File: src/rtl/xpem_pkg.sv
// ----------------------------------------------------------------------------
// xpem_pkg
// Types, action codes and constants of the xoshiro256** generator with
// entropy mixing.
// ----------------------------------------------------------------------------
package xpem_pkg;

  typedef logic [63:0] word_t;
  typedef logic [1:0]  action_t;

  localparam action_t ACT_SEED    = 2'd0;
  localparam action_t ACT_ENTROPY = 2'd1;
  localparam action_t ACT_DRAW    = 2'd2;

  localparam word_t SM_GAMMA = 64'h9e3779b97f4a7c15;
  localparam word_t SM_MUL1  = 64'hbf58476d1ce4e5b9;
  localparam word_t SM_MUL2  = 64'h94d049bb133111eb;

  localparam int unsigned ROT_ENT_A = 19;
  localparam int unsigned ROT_ENT_B = 37;
  localparam int unsigned ROT_STATE = 45;
  localparam int unsigned ROT_OUT   = 7;
  localparam int unsigned SHL_T     = 17;

  function automatic word_t rotl(word_t v, int unsigned k);
    return (v << k) | (v >> (64 - k));
  endfunction

endpackage

File: src/rtl/xoshiro_prng_with_entropy_mix.sv
// ----------------------------------------------------------------------------
// xoshiro_prng_with_entropy_mix
// xoshiro256** generator with a one-time splitmix64 seeding sequence and
// entropy mixing. Seeding runs through one shared 32x32 multiplier.
// ----------------------------------------------------------------------------
//
//   channel  handshake             payload
//   in       in_valid / in_stall   action, seed_value, entropy_word,
//                                  timestamp, tick_count
//   out      out_valid / out_stall random_value
//
// An entropy item, a repeated seed and the unused code complete on acceptance.
// A draw runs the state update on acceptance, then the output multiply.
// The first seed runs the accepting step, then four splitmix64 rounds, each
// one add step and two 64-bit multiplies on the 32x32 multiplier.
// Reset clears the state words and the seeded flag. A draw whose result
// finds the output register still stalled waits in ST_CALC.
module xoshiro_prng_with_entropy_mix (
  input  logic                   clk,
  input  logic                   rst,
  input  logic                   in_valid,
  output logic                   in_stall,
  input  xpem_pkg::action_t      action,
  input  xpem_pkg::word_t        seed_value,
  input  xpem_pkg::word_t        entropy_word,
  input  xpem_pkg::word_t        timestamp,
  input  xpem_pkg::word_t        tick_count,
  output logic                   out_valid,
  input  logic                   out_stall,
  output xpem_pkg::word_t        random_value
);

  localparam logic [2:0] ST_IDLE = 3'd0;
  localparam logic [2:0] ST_ADD  = 3'd1;
  localparam logic [2:0] ST_MUL1 = 3'd2;
  localparam logic [2:0] ST_MUL2 = 3'd3;
  localparam logic [2:0] ST_CALC = 3'd4;

  logic [2:0]       state;
  logic [1:0]       cnt;
  logic [1:0]       idx;
  logic             seeded;
  xpem_pkg::word_t  gen_words [4];
  xpem_pkg::word_t  ctr;
  xpem_pkg::word_t  z;
  xpem_pkg::word_t  acc;
  xpem_pkg::word_t  prod;
  xpem_pkg::word_t  m5;

  logic             accept;
  xpem_pkg::word_t  ctr_next;
  xpem_pkg::word_t  mul_b;
  logic [31:0]      a_half;
  logic [31:0]      b_half;
  xpem_pkg::word_t  mul_sum;
  xpem_pkg::word_t  s1_x5;
  xpem_pkg::word_t  w0_n;
  xpem_pkg::word_t  w1_n;
  xpem_pkg::word_t  w2_n;
  xpem_pkg::word_t  w3_n;

  assign in_stall = (state != ST_IDLE);
  assign accept   = in_valid && !in_stall;

  assign ctr_next = ctr + xpem_pkg::SM_GAMMA;
  assign mul_b    = (state == ST_MUL2) ? xpem_pkg::SM_MUL2 : xpem_pkg::SM_MUL1;
  assign a_half   = (cnt == 2'd2) ? z[63:32] : z[31:0];
  assign b_half   = (cnt == 2'd1) ? mul_b[63:32] : mul_b[31:0];
  assign mul_sum  = acc + {prod[31:0], 32'h0};

  assign s1_x5 = gen_words[1] + (gen_words[1] << 2);

  always_comb begin
    w2_n = gen_words[2] ^ gen_words[0];
    w3_n = gen_words[3] ^ gen_words[1];
    w1_n = gen_words[1] ^ w2_n;
    w0_n = gen_words[0] ^ w3_n;
    w2_n = w2_n ^ (gen_words[1] << xpem_pkg::SHL_T);
    w3_n = xpem_pkg::rotl(w3_n, xpem_pkg::ROT_STATE);
  end

  always_ff @(posedge clk) begin
    if (rst) begin
      state     <= ST_IDLE;
      cnt       <= 2'd0;
      idx       <= 2'd0;
      seeded    <= 1'b0;
      out_valid <= 1'b0;
      for (int i = 0; i < 4; i++) begin
        gen_words[i] <= '0;
      end
    end else begin
      if (out_valid && !out_stall && state != ST_CALC) begin
        out_valid <= 1'b0;
      end
      unique case (state)
        ST_IDLE: begin
          if (accept) begin
            priority if (action == xpem_pkg::ACT_SEED) begin
              if (!seeded) begin
                ctr   <= seed_value;
                idx   <= 2'd0;
                state <= ST_ADD;
              end
            end else if (action == xpem_pkg::ACT_ENTROPY) begin
              gen_words[0] <= gen_words[0] ^ entropy_word ^ timestamp;
              gen_words[1] <= gen_words[1] ^
                              xpem_pkg::rotl(entropy_word, xpem_pkg::ROT_ENT_A);
              gen_words[2] <= gen_words[2] ^ tick_count;
              gen_words[3] <= gen_words[3] ^
                              xpem_pkg::rotl(entropy_word, xpem_pkg::ROT_ENT_B);
            end else if (action == xpem_pkg::ACT_DRAW) begin
              m5           <= xpem_pkg::rotl(s1_x5, xpem_pkg::ROT_OUT);
              gen_words[0] <= w0_n ^ timestamp;
              gen_words[1] <= w1_n;
              gen_words[2] <= w2_n;
              gen_words[3] <= w3_n;
              state        <= ST_CALC;
            end else begin
              state <= ST_IDLE;
            end
          end
        end
        ST_ADD: begin
          ctr   <= ctr_next;
          z     <= ctr_next ^ (ctr_next >> 30);
          cnt   <= 2'd0;
          state <= ST_MUL1;
        end
        ST_MUL1, ST_MUL2: begin
          prod <= a_half * b_half;
          cnt  <= cnt + 2'd1;
          if (cnt == 2'd1) begin
            acc <= prod;
          end else if (cnt == 2'd2) begin
            acc <= mul_sum;
          end
          if (cnt == 2'd3) begin
            if (state == ST_MUL1) begin
              z     <= mul_sum ^ (mul_sum >> 27);
              state <= ST_MUL2;
            end else begin
              gen_words[idx] <= mul_sum ^ (mul_sum >> 31);
              idx            <= idx + 2'd1;
              if (idx == 2'd3) begin
                seeded <= 1'b1;
                state  <= ST_IDLE;
              end else begin
                state <= ST_ADD;
              end
            end
          end
        end
        ST_CALC: begin
          if (!out_valid || !out_stall) begin
            random_value <= m5 + (m5 << 3);
            out_valid    <= 1'b1;
            state        <= ST_IDLE;
          end
        end
        default: begin
          state <= ST_IDLE;
        end
      endcase
    end
  end

  a_busy_stalls: assert property (@(posedge clk) disable iff (rst)
    (state != ST_IDLE) |-> in_stall)
    else $error("input taken while busy");

  a_seeded_sticks: assert property (@(posedge clk) disable iff (rst)
    seeded |=> seeded)
    else $error("seeded flag cleared");

  a_seed_once: assert property (@(posedge clk) disable iff (rst)
    (state == ST_ADD) |-> !seeded)
    else $error("seeding after seeded");

  a_calc_delivers: assert property (@(posedge clk) disable iff (rst)
    (state == ST_CALC && !(out_valid && out_stall)) |=> out_valid)
    else $error("draw result lost");

endmodule

File: config.mk
export PLATFORM = sky130hd
export DESIGN_NAME = xoshiro_prng_with_entropy_mix
export DESIGN_NICKNAME = d
export VERILOG_FILES = /design/src/rtl/xpem_pkg.sv /design/src/rtl/xoshiro_prng_with_entropy_mix.sv
export SDC_FILE = /design/constraint.sdc
export NUM_CORES = 2
export LEC_CHECK = 0
export BUFFER_PORTS_ARGS = -buffer_cell sky130_fd_sc_hd__buf_2
export CORE_MARGIN = 8
export CORE_UTILIZATION = 60
export DETAILED_ROUTE_END_ITERATION = 8
export GPL_TIMING_DRIVEN = 1
export PLACE_DENSITY = 0.78
export SETUP_SLACK_MARGIN = 0.02
export SYNTH_ARGS = -nofsm -noshare
export SYNTH_HDL_FRONTEND = slang
export SYNTH_SLANG_ARGS = --single-unit
File: constraint.sdc
create_clock -name clk -period 11.26 [get_ports clk]
set_clock_uncertainty 0.15 [all_clocks]
set_input_delay 1.126 -clock clk [delete_from_list [all_inputs] [get_ports clk]]
set_output_delay 1.126 -clock clk [all_outputs]
set_load 0.01 [all_outputs]
==> flow_summary.html <==
<table>
<tr><th>Metric</th><th>Value</th></tr>
<tr><th colspan="2">Status</th></tr>
<tr><td>Outcome</td><td>finished, final reports clean</td></tr>
<tr><th colspan="2">CTS</th></tr>
<tr><td>Number of buffers inserted to repair setup after CTS</td><td>0</td></tr>
<tr><td>Buffer levels on the longest clock path</td><td>3</td></tr>
<tr><td>Root buffer cell</td><td>clkbuf_16</td></tr>
<tr><td>Gates resized, CTS repair</td><td>0</td></tr>
<tr><td>Total CTS buffers</td><td>77</td></tr>
<tr><td>Number of levels the H-tree was split into</td><td>3</td></tr>
<tr><td>Clock-pin slew on the worst setup and hold paths</td><td>0.06 ns</td></tr>
<tr><td>Number of hold-repair buffers added at the cts stage</td><td>0</td></tr>
<tr><td>Source-to-sink clock delay at the later pin of the worst-skew pair</td><td>0.69 ns</td></tr>
<tr><td>TritonCTS clock tree</td><td>done</td></tr>
<tr><td># clock sinks</td><td>649</td></tr>
<tr><th colspan="2">Timing</th></tr>
<tr><td>Actual transition at the worst max-transition pin</td><td>1.434 ns</td></tr>
<tr><td>Final number of max-transition violations</td><td>0</td></tr>
<tr><td>Endpoints failing hold</td><td>0</td></tr>
<tr><td>Final clock period utilization by the worst path</td><td>0.9211</td></tr>
<tr><td>Worst-case headroom to the max-slew limit</td><td>0.03897</td></tr>
<tr><td>Setup TNS after final layout</td><td>0 ns</td></tr>
<tr><td>Shortest period the worst path allows</td><td>10.37 ns</td></tr>
<tr><td>Peak clock frequency supported by timing</td><td>96.42 MHz</td></tr>
<tr><td>Setup violators final</td><td>0</td></tr>
<tr><td>Setup repair after global routing missed its margin</td><td>no</td></tr>
<tr><th colspan="2">Yosys</th></tr>
<tr><td>Syn. warnings</td><td>0</td></tr>
<tr><td>Number of standard cells after synthesis</td><td>7,187</td></tr>
<tr><td>XOR/XNOR Fraction of Synth Area</td><td>0.09444</td></tr>
<tr><td>Count of distinct cell types in the synthesized netlist</td><td>99</td></tr>
<tr><td>Basic-gate share of the synthesized area counting and, or, nand and nor cells</td><td>0.08933</td></tr>
<tr><td>Main combinational cell family by area after synthesis</td><td>adder cells</td></tr>
<tr><td>Share of cell area taken by muxes after synthesis</td><td>0.01072</td></tr>
<tr><td>Synthesized area</td><td>0.07227 mm2</td></tr>
<tr><td>Post-Synthesis Net Count</td><td>8,770</td></tr>
<tr><td>Average size of a mapped cell</td><td>10.06 um2</td></tr>
<tr><td>Count of flip-flops with a built-in enable after synthesis</td><td>640</td></tr>
<tr><td>Fraction of synthesized cell area taken by the top area cell type</td><td>0.2659</td></tr>
<tr><td>Area contributors post-synth</td><td>edfxtp_1 (27%), fa_1 (22%), ha_1 (9.2%)</td></tr>
<tr><td>Dominant cell by count in the synthesized netlist</td><td>inv_1</td></tr>
<tr><td>Primary flip-flop cell chosen by synthesis mapping</td><td>edfxtp_1</td></tr>
<tr><td>Flip-flop and latch count after synthesis</td><td>649</td></tr>
<tr><td>Adder-Cell Fraction of Synth Area</td><td>0.3107</td></tr>
<tr><td>Sequential element share of the synthesized area</td><td>0.2684</td></tr>
<tr><td>Top cells by instance count after synthesis</td><td>inv_1 (1,035), fa_1 (790), edfxtp_1 (640)</td></tr>
<tr><td>Area fraction in compound gates after synthesis</td><td>0.1556</td></tr>
<tr><td>Cell type with the highest aggregate area in the netlist</td><td>edfxtp_1</td></tr>
<tr><td>Async set-reset flop share out of synthesis</td><td>0</td></tr>
<tr><th colspan="2">Floorplan</th></tr>
<tr><td>Core Region</td><td>0.1197 mm2</td></tr>
<tr><td>Overall die width</td><td>363.1 um</td></tr>
<tr><td>Die area</td><td>0.1318 mm2</td></tr>
<tr><td>Initial standard-cell utilization of the core</td><td>0.6040</td></tr>
<tr><td>Die Y-Extent</td><td>363.1 um</td></tr>
<tr><td>Site Rows</td><td>127</td></tr>
<tr><td>Number of top-level design ports</td><td>328</td></tr>
<tr><th colspan="2">Critical path</th></tr>
<tr><td>Worst setup path category</td><td>reg2reg</td></tr>
<tr><td>Required time of the worst setup path</td><td>11.53 ns</td></tr>
<tr><td>Sort of element at the end of the critical path</td><td>flip-flop</td></tr>
<tr><td>Master of the slowest instance on the critical path</td><td>ha_1</td></tr>
<tr><td>Largest stage delay, worst path</td><td>0.86 ns</td></tr>
<tr><td>CP Max Fanout</td><td>20</td></tr>
<tr><td>End of the worst register-to-register path</td><td>prod[62]</td></tr>
<tr><td>Kind of start point of the critical path</td><td>flip-flop</td></tr>
<tr><td>CP dominant cell by count</td><td>fa_1</td></tr>
<tr><td>Worst-case register-to-register setup slack</td><td>0.89 ns</td></tr>
<tr><td>Reg2Reg Launch Point</td><td>state[1]</td></tr>
<tr><td>Worst setup startpoint</td><td>state[1]</td></tr>
<tr><td>FF-to-FF path depth</td><td>32</td></tr>
<tr><td>WP data arrival</td><td>10.64 ns</td></tr>
<tr><th colspan="2">Route</th></tr>
<tr><td>Total length of routed wires</td><td>263.1 mm</td></tr>
<tr><td>Via-to-Cell Ratio</td><td>6.510</td></tr>
<tr><td>DR vias</td><td>58,940</td></tr>
<tr><td>DRT Pass-1 Iters</td><td>8</td></tr>
<tr><td>Drt initial violations</td><td>7,845</td></tr>
<tr><td>DRC violations left</td><td>0</td></tr>
<tr><td>DRT antenna net count</td><td>0</td></tr>
<tr><td>Average routed wire per standard cell</td><td>29.06 um</td></tr>
<tr><th colspan="2">Global route</th></tr>
<tr><td>Number of antenna violations at the first check in global routing</td><td>14</td></tr>
<tr><td>First-pass GRT wire length</td><td>384.3 mm</td></tr>
<tr><td>All-layer global routing usage</td><td>0.3907</td></tr>
<tr><td>Maximum number of pins on one net before global-route repair</td><td>190</td></tr>
<tr><td>Total congestion overflow</td><td>0</td></tr>
<tr><td>Via count of the first global-routing pass</td><td>58,850</td></tr>
<tr><th colspan="2">Place</th></tr>
<tr><td>Routability-driven placement congestion ratio</td><td>1.075</td></tr>
<tr><td>Final HPWL DP</td><td>208.8 mm</td></tr>
<tr><td>Buffers added on ports</td><td>327</td></tr>
<tr><th colspan="2">Final layout</th></tr>
<tr><td>Footprint of the multi-input gates</td><td>0.04791 mm2</td></tr>
<tr><td>Final Net Count</td><td>8,955</td></tr>
<tr><td>Fraction of layout cells with a size suffix above 1</td><td>0.09880</td></tr>
<tr><td>FF/Latch Area</td><td>0.01940 mm2</td></tr>
<tr><td>Filler cells</td><td>9,742</td></tr>
<tr><td>Area growth from synthesis to final layout</td><td>8.014%</td></tr>
<tr><th colspan="2">Hold path</th></tr>
<tr><td>Number of stages on the worst hold path</td><td>2</td></tr>
<tr><td>Endpoint of the worst hold path</td><td>seeded</td></tr>
<tr><td>Path class of the lowest-slack min-delay path</td><td>reg2reg</td></tr>
<tr><td>Min-delay src</td><td>seeded</td></tr>
<tr><th colspan="2">Run</th></tr>
<tr><td>Maxcap violations</td><td>0</td></tr>
</table>
==> registers in the layout, indices dropped and copies added, names as in the netlist <==
register,count
gen_words,256
out_valid,1
prod,64
cnt,2
seeded,1
state,3
idx,2
m5,64
ctr,64
z,64
acc,64
random_value,64
==> layout make-up <==
| class | instances | area share |
|---|---|---|
| antenna | 13 | 0.0004167 |
| clock buffer | 93 | 0.02558 |
| clock inverter | 43 | 0.005722 |
| inverter | 1045 | 0.05031 |
| multi-input combinational | 5182 | 0.6137 |
| sequential | 649 | 0.2485 |
| tap | 1612 | 0.02584 |
| timing repair buffer | 417 | 0.02994 |
==> stage by stage <==
stage	instance area [um2]	hold WS [ns]	std cells	setup slack, ns	util
4_1_cts	78030	0.3526	9041	1.082	0.6522
2_1_floorplan	72270	0.2834	7187	1.913	-
3_5_place_dp	75590	0.3382	8905	1.045	0.6317
5_1_grt	78040	0.3781	9042	0.6266	0.6522
6_report	78070	0.3498	9054	0.8886	0.6524
3_3_place_gp	75590	0.3208	8905	1.225	0.6317
==> worst max-delay path, delay by kind of cell (launching register included) <==
family | cells | cell delay, ns
xor gates and xnor gates | 2 | 0.36
AOI/OAI and AO/OA | 11 | 2.56
and+or+nand+nor | 3 | 0.47
adders and majority gates | 10 | 5.04
DFF | 1 | 0.47
buffers and inverters | 6 | 1.07
==> cell families (layout without fill, tap and decap cells) <==
family | Yosys count | in the layout
other | 0 | 13
buffers and inverters | 1356 | 1598
AO/OA/AOI/OAI | 1637 | 1637
XOR/XNOR | 769 | 769
multiplexers | 72 | 72
flip-flops | 649 | 649
adder cells (fa/ha/maj) | 1321 | 1321
AND/OR/NAND/NOR | 1383 | 1383
==> metal layers <==
metal  routed length, um  track usage  vias to the layer above
li1                    -            -                    25050
met1               93530       0.4856                    28690
met2              112500       0.5877                     4196
met3               33840       0.1189                      995
met4               23130       0.2632                       14
met5                  82            0                        -
==> worst max-delay path by stage <==
stage               end  slack (ns)  cells after the start
6_report       prod[62]        0.89                     32
5_1_grt        prod[62]        0.63                     32
4_1_cts        prod[62]        1.08                     31
3_5_place_dp   prod[62]        1.04                     31
3_3_place_gp   prod[62]        1.22                     33
2_1_floorplan  prod[57]        1.91                     32
==> cells in the final DEF (no fill, tap or decap), drive strengths merged, types with 58 or more instances in the layout <==
cell	n
a21o	197
a21oi	283
a221oi	88
and2	126
buf	417
clkbuf	93
edfxtp	640
fa	790
ha	531
inv	1044
nand2	536
nand2b	116
nand3	58
nor2	330
o21ai	403
o221a	76
o22ai	148
xnor2	404
xor2	362
Power is left out: the tool's default activity adds up to more than one toggle a clock period on the data nets, which glitch-free logic cannot reach.
